<file path="config.mk">
export PLATFORM = sky130hd
export DESIGN_NAME = utf8_stream_decoder
export DESIGN_NICKNAME = d
export VERILOG_FILES = /design/src/hw/rtl/utf8sd_pkg.sv /design/src/hw/rtl/utf8_stream_decoder.sv
export VERILOG_INCLUDE_DIRS = /design/src /design/src/hw/rtl
export SDC_FILE = /design/constraint.sdc
export NUM_CORES = 1
export LEC_CHECK = 0
export ABC_CLOCK_PERIOD_IN_PS = 8800
export BUFFER_PORTS_ARGS = -buffer_cell sky130_fd_sc_hd__buf_2
export CAP_MARGIN = 20
export CORE_UTILIZATION = 25
export CTS_CLUSTER_DIAMETER = 40
export DETAILED_ROUTE_END_ITERATION = 7
export GPL_ROUTABILITY_DRIVEN = 0
export HOLD_SLACK_MARGIN = 0.03
export PLACE_DENSITY = 0.45
export SETUP_SLACK_MARGIN = 0.02
export SLEW_MARGIN = 15
export SYNTH_ARGS = -nofsm -noshare
export SYNTH_HDL_FRONTEND = slang
export SYNTH_SLANG_ARGS = --single-unit
</file>
<file path="constraint.sdc">
create_clock -name clk -period 8.8 [get_ports clk]
set_clock_uncertainty 0.1 [all_clocks]
set_input_delay 1.32 -clock clk [delete_from_list [all_inputs] [get_ports clk]]
set_output_delay 1.32 -clock clk [all_outputs]
set_load 0.05 [all_outputs]
</file>
<file path="src/hw/rtl/utf8_stream_decoder_assert.svh">
// Assertion macros for the UTF-8 stream decoder.
// They expect signals named clk and arst_n in the scope where they are used.
`ifndef UTF8_STREAM_DECODER_ASSERT_SVH
`define UTF8_STREAM_DECODER_ASSERT_SVH

// Same-cycle implication, disabled during reset.
`define UTF8SD_ASSERT_NOW(label, ante, cons) \
	label: assert property (@(posedge clk) disable iff (!arst_n) (ante) |-> (cons)) \
		else $error("utf8 decoder: assertion failed");

// Next-cycle implication, disabled during reset.
`define UTF8SD_ASSERT_NEXT(label, ante, cons) \
	label: assert property (@(posedge clk) disable iff (!arst_n) (ante) |=> (cons)) \
		else $error("utf8 decoder: assertion failed");

`endif

</file>
<file path="src/hw/rtl/utf8sd_pkg.sv">
// Shared types and constants for the UTF-8 stream decoder.
// No dependencies; imported by utf8_stream_decoder.
package utf8sd_pkg;

	localparam int CpWidth  = 22;
	localparam int AccWidth = 21;
	localparam int FifoDepth = 4;
	localparam int PtrWidth  = $clog2(FifoDepth);
	localparam int CntWidth  = $clog2(FifoDepth + 1);

	// Malformed sequences are reported as -1.
	localparam logic signed [CpWidth-1:0] CP_ERROR = '1;

	// Byte classes of the lead and continuation decoding.
	localparam logic [7:0] LEAD2_MASK = 8'hE0;
	localparam logic [7:0] LEAD2_VAL  = 8'hC0;
	localparam logic [7:0] LEAD3_MASK = 8'hF0;
	localparam logic [7:0] LEAD3_VAL  = 8'hE0;
	localparam logic [7:0] LEAD4_MASK = 8'hF8;
	localparam logic [7:0] LEAD4_VAL  = 8'hF0;
	localparam logic [7:0] CONT_MASK  = 8'hC0;
	localparam logic [7:0] CONT_VAL   = 8'h80;

	typedef struct packed {
		logic signed [CpWidth-1:0] code_point;
		logic                      is_last;
	} result_t;

endpackage

</file>
<file path="src/hw/rtl/utf8_stream_decoder.sv">
// UTF-8 stream decoder top level: byte register, decode logic and result queue.
// Depends on utf8sd_pkg and utf8_stream_decoder_assert.svh.
//
//  channel | direction | handshake          | words
//  --------+-----------+--------------------+-------------------------------
//  in      | input     | in_valid/in_stall  | in_byte
//  out     | output    | out_valid/out_stall| code_point, is_last
//
// One byte is taken every cycle while the result queue has room for two words.
// A byte passes through the input register and is decoded there once the queue
// has room; its words then go into the result queue, which the output reads.
// A zero byte inside an open sequence yields two words, which the four-entry
// queue absorbs; the output drains one word per cycle while out_stall is low.
// Reset (arst_n, asynchronous, active low) empties the queue and the sequence state.
// An output stall holds the queue; with over two words in it, in_stall rises.
`include "utf8_stream_decoder_assert.svh"

module utf8_stream_decoder (
	input  logic                                   clk,
	input  logic                                   arst_n,
	input  logic                                   in_valid,
	output logic                                   in_stall,
	input  logic [7:0]                             in_byte,
	output logic                                   out_valid,
	input  logic                                   out_stall,
	output logic signed [utf8sd_pkg::CpWidth-1:0]  code_point,
	output logic                                   is_last
);
	import utf8sd_pkg::*;

	// Input register stage.
	logic       valid_s1;
	logic [7:0] byte_s1;

	// Sequence state.
	logic [1:0]          bytes_left_q;
	logic [AccWidth-1:0] accum_q;
	logic                bad_seq_q;

	// Result queue.
	result_t             fifo_q [FifoDepth];
	logic [PtrWidth-1:0] wr_ptr_q;
	logic [PtrWidth-1:0] rd_ptr_q;
	logic [CntWidth-1:0] cnt_q;

	// Decode outputs.
	logic [1:0]          bytes_left_d;
	logic [AccWidth-1:0] accum_d;
	logic                bad_seq_d;
	logic [1:0]          n_res;
	result_t             res0;
	result_t             res1;
	logic [AccWidth-1:0] cont_bits;
	logic [AccWidth-1:0] accum_new;

	logic proc;
	logic pop;

	// The byte in the register is decoded only when the queue can take two words,
	// which covers the worst case of a zero byte breaking a sequence.
	assign proc     = valid_s1 && (cnt_q <= CntWidth'(FifoDepth - 2));
	assign in_stall = valid_s1 && !proc;
	assign pop      = out_valid && !out_stall;

	always_ff @(posedge clk or negedge arst_n) begin
		if (!arst_n) begin
			valid_s1 <= 1'b0;
		end else if (!in_stall) begin
			valid_s1 <= in_valid;
		end
	end

	always_ff @(posedge clk) begin
		if (in_valid && !in_stall) begin
			byte_s1 <= in_byte;
		end
	end

	// Continuation payload placed at the position that the remaining count sets.
	always_comb begin
		case (bytes_left_q)
			2'd3:    cont_bits = AccWidth'({byte_s1[5:0], 12'b0});
			2'd2:    cont_bits = AccWidth'({byte_s1[5:0], 6'b0});
			default: cont_bits = AccWidth'(byte_s1[5:0]);
		endcase
	end

	assign accum_new = accum_q | cont_bits;

	always_comb begin
		bytes_left_d = bytes_left_q;
		accum_d      = accum_q;
		bad_seq_d    = bad_seq_q;
		n_res        = 2'd0;
		res0         = '{code_point: CP_ERROR, is_last: 1'b1};
		res1         = '{code_point: '0, is_last: 1'b1};
		if (bytes_left_q == 2'd0) begin
			// No sequence open: classify the lead byte.
			if (!byte_s1[7]) begin
				n_res = 2'd1;
				res0  = '{code_point: CpWidth'(byte_s1[6:0]), is_last: 1'b1};
			end else if ((byte_s1 & LEAD2_MASK) == LEAD2_VAL) begin
				accum_d      = AccWidth'({byte_s1[4:0], 6'b0});
				bytes_left_d = 2'd1;
				bad_seq_d    = 1'b0;
			end else if ((byte_s1 & LEAD3_MASK) == LEAD3_VAL) begin
				accum_d      = AccWidth'({byte_s1[3:0], 12'b0});
				bytes_left_d = 2'd2;
				bad_seq_d    = 1'b0;
			end else if ((byte_s1 & LEAD4_MASK) == LEAD4_VAL) begin
				accum_d      = AccWidth'({byte_s1[2:0], 18'b0});
				bytes_left_d = 2'd3;
				bad_seq_d    = 1'b0;
			end else begin
				n_res = 2'd1;
			end
		end else if (byte_s1 == 8'd0) begin
			// A zero byte aborts the sequence and then stands as a character itself.
			bytes_left_d = 2'd0;
			accum_d      = '0;
			bad_seq_d    = 1'b0;
			n_res        = 2'd2;
			res0         = '{code_point: CP_ERROR, is_last: 1'b0};
		end else begin
			// Any other byte is consumed as a continuation, flagged if malformed.
			if (bytes_left_q == 2'd1) begin
				n_res = 2'd1;
				if (bad_seq_q || ((byte_s1 & CONT_MASK) != CONT_VAL)) begin
					res0 = '{code_point: CP_ERROR, is_last: 1'b1};
				end else begin
					res0 = '{code_point: CpWidth'(accum_new), is_last: 1'b1};
				end
				bytes_left_d = 2'd0;
				accum_d      = '0;
				bad_seq_d    = 1'b0;
			end else begin
				bytes_left_d = bytes_left_q - 2'd1;
				accum_d      = accum_new;
				bad_seq_d    = bad_seq_q || ((byte_s1 & CONT_MASK) != CONT_VAL);
			end
		end
	end

	always_ff @(posedge clk or negedge arst_n) begin
		if (!arst_n) begin
			bytes_left_q <= 2'd0;
			accum_q      <= '0;
			bad_seq_q    <= 1'b0;
		end else if (proc) begin
			bytes_left_q <= bytes_left_d;
			accum_q      <= accum_d;
			bad_seq_q    <= bad_seq_d;
		end
	end

	// Queue pointers and fill count.
	always_ff @(posedge clk or negedge arst_n) begin
		if (!arst_n) begin
			wr_ptr_q <= '0;
			rd_ptr_q <= '0;
			cnt_q    <= '0;
		end else begin
			if (proc) begin
				wr_ptr_q <= wr_ptr_q + PtrWidth'(n_res);
			end
			if (pop) begin
				rd_ptr_q <= rd_ptr_q + PtrWidth'(1);
			end
			cnt_q <= cnt_q + (proc ? CntWidth'(n_res) : '0) - CntWidth'(pop);
		end
	end

	always_ff @(posedge clk) begin
		if (proc && (n_res != 2'd0)) begin
			fifo_q[wr_ptr_q] <= res0;
		end
		if (proc && (n_res == 2'd2)) begin
			fifo_q[wr_ptr_q + PtrWidth'(1)] <= res1;
		end
	end

	assign out_valid  = (cnt_q != '0);
	assign code_point = fifo_q[rd_ptr_q].code_point;
	assign is_last    = fifo_q[rd_ptr_q].is_last;

	// The queue never holds more words than it has entries.
	`UTF8SD_ASSERT_NOW(a_cnt_bound, 1'b1, cnt_q <= CntWidth'(FifoDepth))
	// A malformed-sequence mark only exists while a sequence is open.
	`UTF8SD_ASSERT_NOW(a_bad_open, bad_seq_q, bytes_left_q != 2'd0)
	// Two words from one byte raise the fill count by two, less any word taken.
	`UTF8SD_ASSERT_NEXT(a_two_words, proc && (n_res == 2'd2),
		cnt_q == $past(cnt_q) + CntWidth'(2) - CntWidth'($past(pop)))
	// A byte held in the register is never dropped: it is decoded or it stalls input.
	`UTF8SD_ASSERT_NOW(a_hold, valid_s1 && !proc, in_stall)

endmodule

</file>
==> results of run 1 <==
[registers in the layout, summed over array words and instances (netlist names)]
register,cells
wr_ptr_q,2
cnt_q,3
valid_s1,1
accum_q,21
byte_s1,8
bytes_left_q,2
bad_seq_q,1
fifo_q,92
rd_ptr_q,2
[cells by family (layout without fill, tap and decap cells)]
group                      Yosys count  in the layout  synth area share
AOI/OAI and AO/OA                  258            258            0.2573
xor gates and xnor gates             5              5          0.006490
adders and majority gates            9              9           0.01780
buffers and inverters               96             92           0.07045
DFF                                132            132            0.4271
muxes                               28             28           0.08491
and+or+nand+nor                    150            150            0.1359
[where the power goes]
part | internal, W | total, W | switching, W
sequential | 0.000897 | 0.00108 | 0.000185
combinational | 0.000593 | 0.00185 | 0.00126
clock | 0.000406 | 0.000697 | 0.000290
total | 0.00190 | 0.00363 | 0.00173
[worst max-delay path by stage]
stage,depth (start not counted),from,slack [ns],end
detailed placement,11,byte_s1[5]$_DFFE_PP_,5.68,cnt_q[2]$_DFF_PN0_
floorplan,4,rd_ptr_q[0]$_DFFE_PN0P_,5.49,code_point[1]
CTS,3,rd_ptr_q[1]$_DFFE_PN0P_,5.32,code_point[4]
global route,3,rd_ptr_q[1]$_DFFE_PN0P_,5.23,code_point[5]
global placement,7,byte_s1[3]$_DFFE_PP_,5.70,cnt_q[2]$_DFF_PN0_
finish,3,rd_ptr_q[1]$_DFFE_PN0P_,5.37,code_point[4]
[cell type report]
| class | instances | area (µm²) |
|---|---|---|
| flip-flops and latches | 132 | 2883 |
| clock inverters | 10 | 96.34 |
| inverters | 9 | 33.78 |
| repair buffers | 51 | 292.8 |
| clock buffers | 22 | 464.2 |
| multi-input cells | 450 | 3426 |
| well taps | 335 | 419.2 |
| fillers | 2748 | 18670 |
[worst register-to-register path, cell delays in order (launching register included)]
cell	delay, ns
edfxtp_1	0.53
or4_1	0.71
nor2_1	0.20
o21ai_1	0.23
nand2_1	0.13
ha_1	0.22
inv_1	0.05
ha_1	0.13
inv_1	0.04
fa_1	0.36
xor2_1	0.16
xnor2_1	0.12
[through the flow]
| step | total power [W] | worst slack, ns | instances |
|---|---|---|---|
| finish | 0.003628 | 5.370 | 1009 |
| global route | 0.003853 | 5.228 | 1009 |
| CTS | 0.003648 | 5.316 | 1009 |
| detailed placement | 0.002949 | 5.675 | 977 |
| global placement | 0.002948 | 5.700 | 977 |
| floorplan | 0.002528 | 5.494 | 678 |
[routing by layer]
layer	GRT usage	wire [µm]	share of wire
met1	0.2289	10580	0.48
met2	0.2506	10120	0.46
met3	0.03313	1093	0.050
met4	0.05354	264	0.012
met5	0	0	0
[synth_stat cells (all sizes together), types with 6 or more instances]
cell / n / share of area
inv: 9 / 0.0050
a31oi: 44 / 0.041
nor3: 7 / 0.0089
buf: 37 / 0.038
dfxtp: 92 / 0.27
dfrtp: 32 / 0.12
nand4: 64 / 0.059
a2111o: 6 / 0.010
a211oi: 24 / 0.027
a21oi: 80 / 0.059
clkbuf: 50 / 0.028
ha: 8 / 0.015
nor2: 30 / 0.021
mux4: 23 / 0.077
o22a: 9 / 0.012
o21ai: 10 / 0.0091
o31ai: 64 / 0.071
edfxtp: 8 / 0.036
a41oi: 9 / 0.012
nand2: 18 / 0.010
==> results.cfg, run 1 <==
[outcome]
outcome = finished with violations
failed_checks = DRC

[clock_tree]
clkLatencyLatePin_ns = 0.42
hold_buffers = 0
htreeDepth = 4
cts-root-buf = clkbuf_16
post-cts-setup-buffers = 0
numClockSinks = 132
cts_buffer_depth = 2
cts_resized = 0
cts_tree = done
clk_pin_slew_ns = 0.06
cts_buffers = 17

[layout]
antennaDiodeCount = 0
design_area_um2 = 7615
final_util = 0.2898
areaGrowthSynthToFinish_pct = 12.83
layout_common_cells = 92 x dfxtp_1, 80 x a21oi_1, 64 x nand4_1, 64 x o31ai_1, 44 x a31oi_1
final_common_cell = dfxtp_1
drive_above_1_share = 0.1855
nets = 682

[setup_path]
crit_path_max_incr_delay_ns = 0.56
rrSetupSlack_ns = 5.68
end_kind = output pin
critical_path.max_fanout = 22
cp_slowest_cell = mux4_2
required_ns = 7.38
r2r_cells = 11
worstPathArrival_ns = 2.01
crit_family = buffers and inverters
path_cells = buf_4 -> mux4_2 -> buf_2
critPathBufInv = 2
r2r-end = cnt_q[2]$_DFF_PN0_
start_kind = flop
r2r-start = byte_s1[5]$_DFFE_PP_
critPathKind = reg -> out

[grt]
grt_pass1_wl_um = 35000
track_usage = 0.1635
antenna_found_initial = 0
grt_overflow = 0
grt_pass1_vias = 5689
grt_max_degree = 98

[logic_synthesis]
ys.flop_type = dfxtp_1
async_flop_share = 0.2424
yosysWarningCount = 0
synth_seq_cells = 132
ys_seq_area_frac = 0.4271
synth_nets = 699
postSynthAreaPerCell_um2 = 9.954
synth_cell_types = 57
syn_inst = 678
syn-cell-area_um2 = 6749
synth_edf_count = 8

[routing]
vias_per_cell = 5.604
wl_per_cell_um = 21.86
wl_um = 22060
drc = 4
drt_iter0_markers = 533
num_vias = 5654
antenna_left = 0
first_pass_iters = 7

[hold_path]
hold_end = fifo_q[1][20]$_SDFFE_PP0P_
hold_path_depth = 2
min_from = fifo_q[1][20]$_SDFFE_PP0P_
hold_path_class = reg -> reg

[floorplan]
fp.dieH_um = 166.3
die_width_um = 166.3
top_level_ports = 37
start_util = 0.2568
placementRows = 59
dieArea_um2 = 27660
coreArea_um2 = 26280

[job]
maxCapViolCount = 0

[power]
cellLeakagePower_nw = 2.691
ir_worst_vdd_uv = 186.2
p_per_area_nw_per_um2 = 476.5

[sta]
fmax_mhz = 291.5
worst_pin_slew_ns = 1.076
drv_slew = 0
setup_tns_ns = 0
period_minus_slack_ns = 3.430
relSlewSlack = 0.2828
fin_crit_sh = 0.3898
fin_hold_ws_ns = 0.3673
setup_viol = 0
rsz0062_at_grt = false
final_hold_viol_count = 0

[placed_design]
place_area_um2 = 7054
io_buffers = 36
dp_hpwl_um = 12470
Note: power is estimated with default switching activity, not from simulation.
==> inputs of run 2 (changes only) <==
ABC_CLOCK_PERIOD_IN_PS = 3000   (was 8800)
PLACE_DENSITY = 0.47   (was 0.45)
clock period = 3 ns   (was 8.8 ns; I/O delays follow)
==> results.cfg, run 2 (synthesis gave the netlist of run 1 again) <==
[routing]
num_vias = 5878
wl_um = 21800
wl_per_cell_um = 20.78
drt-met1-wl_um = 10080
drt_iter0_markers = 505
drc = 1
top_layer_used = met4
wl_met3_um = 1065
antenna_left = 0
route.met2.wl_um = 10200
vias_per_cell = 5.603
first_pass_iters = 7

[clock_tree]
cts-root-buf = clkbuf_16
cts_tree = done
clkLatencyLatePin_ns = 0.43
htreeDepth = 4
cts_buffers = 17
cts_buffer_depth = 2
numClockSinks = 132
clk_pin_slew_ns = 0.06

[setup_path]
cp_num_cells = 11
critical_path.max_fanout = 5
r2r_cells = 11
critPathKind = reg -> reg
cp_slowest_cell = or4_4
crit_path_max_incr_delay_ns = 0.61
critPathBufInv = 2
path_cells = or4_4 -> nor2_1 -> o21ai_1 -> nand2_1 -> ha_1 -> inv_1 -> ha_1 -> inv_1 -> fa_1 -> xor2_1 -> xnor2_1
rrSetupSlack_ns = 0.33
end_kind = flop
start_kind = flop
worstPathArrival_ns = 2.89
crit_family = simple AND/OR/NAND/NOR gates
required_ns = 3.22

[layout]
nets = 722
final_util = 0.3047
regMostFlops = fifo_q
antennaDiodeCount = 0
layout_common_cells = 92 x dfxtp_1, 80 x a21oi_1, 64 x nand4_1, 64 x o31ai_1, 49 x buf_4
areaGrowthSynthToFinish_pct = 18.63
final_common_cell = dfxtp_1
drive_above_1_share = 0.2339
largest_reg_flops = 92
top_regs = fifo_q (92), accum_q (21), byte_s1 (8)
n_fill_cell = 2714

[sta]
worst_pin_slew_ns = 1.010
rsz0062_at_grt = false
relSlewSlack = 0.3270
final_hold_viol_count = 0
fmax_mhz = 374.3
drv_slew = 0
fin_hold_ws_ns = 0.09196
setup_viol = 0
period_minus_slack_ns = 2.672
fin_crit_sh = 0.8906
setup_tns_ns = 0

[power]
power_w = 0.01096
cellLeakagePower_nw = 2.916
ir_worst_vdd_uv = 410.5
p_per_area_nw_per_um2 = 1369

[floorplan]
placementRows = 59
dieArea_um2 = 27660
top_level_ports = 37
start_util = 0.2568
die_width_um = 166.3
fp.dieH_um = 166.3
coreArea_um2 = 26280

[grt]
track_usage = 0.1585
grt_pass1_vias = 5770
antenna_found_initial = 0
grt_overflow = 0
grt_pass1_wl_um = 34110
grt_max_degree = 89

[hold_path]
hold_path_class = in -> reg
hold_path_depth = 1

[placed_design]
io_buffers = 36
dp_hpwl_um = 13190

[outcome]
failed_checks = DRC
outcome = finished with violations

[job]
maxCapViolCount = 0
[run 2: worst paths after layout]
kind / endpoint / start
min in group asynchronous: accum_q[19]$_DFFE_PN0P_ / arst_n
min: byte_s1[1]$_DFFE_PP_ / in_byte[1]
max reg2reg: cnt_q[2]$_DFF_PN0_ / byte_s1[4]$_DFFE_PP_
min reg2reg: fifo_q[1][14]$_SDFFE_PP0P_ / fifo_q[1][14]$_SDFFE_PP0P_
max in group asynchronous: accum_q[4]$_DFFE_PN0P_ / arst_n
max: cnt_q[2]$_DFF_PN0_ / byte_s1[4]$_DFFE_PP_
[run 2: layer usage]
layer  global-route usage  vias to the layer above
met3              0.03456                       34
met1               0.2178                     2953
met5                    0                        -
li1                     -                     2725
met4              0.05837                        0
met2               0.2431                      166
[run 2: final cells by class]
| type | instances | area (µm²) | area share |
|---|---|---|---|
| clock buffer | 19 | 464.2 | 0.05798 |
| clock inverter | 13 | 122.6 | 0.01531 |
| inverter | 9 | 33.78 | 0.004219 |
| multi-input combinational | 450 | 3426 | 0.4279 |
| sequential | 132 | 2883 | 0.3601 |
| tap | 335 | 419.2 | 0.05235 |
| timing repair buffer | 91 | 658.1 | 0.08220 |
[run 2: power by group]
part           total, W  switching [W]  internal (W)
clock           0.00208       0.000859       0.00122
sequential      0.00310       0.000470       0.00263
combinational   0.00579        0.00380       0.00198
[run 2: per-stage QoR]
| step | setup WS (ns) | cells | instance area [µm²] |
|---|---|---|---|
| 5_1_grt | 0.1602 | 1049 | 8006 |
| 3_3_place_gp | 0.3742 | 1016 | 7410 |
| 4_1_cts | 0.2887 | 1049 | 8006 |
| 6_report | 0.3281 | 1049 | 8006 |
| 2_1_floorplan | 0.1541 | 678 | 6749 |
| 3_5_place_dp | 0.3001 | 1016 | 7410 |
[run 2: timing repair]
action	in CTS	in global routing
hold buffers	1	0
setup buffers	0	0
hold endpoints to repair	32	0
endpoints found under the setup margin	0	0
resized for setup	0	0
[run 2: worst reg2reg max path, stage by stage, from the launching register on]
cell and delay [ns]:
edfxtp_1 0.41, or4_4 0.61, nor2_1 0.15, o21ai_1 0.11
nand2_1 0.09, ha_1 0.22, inv_1 0.06, ha_1 0.13
inv_1 0.05, fa_1 0.37, xor2_1 0.16, xnor2_1 0.12
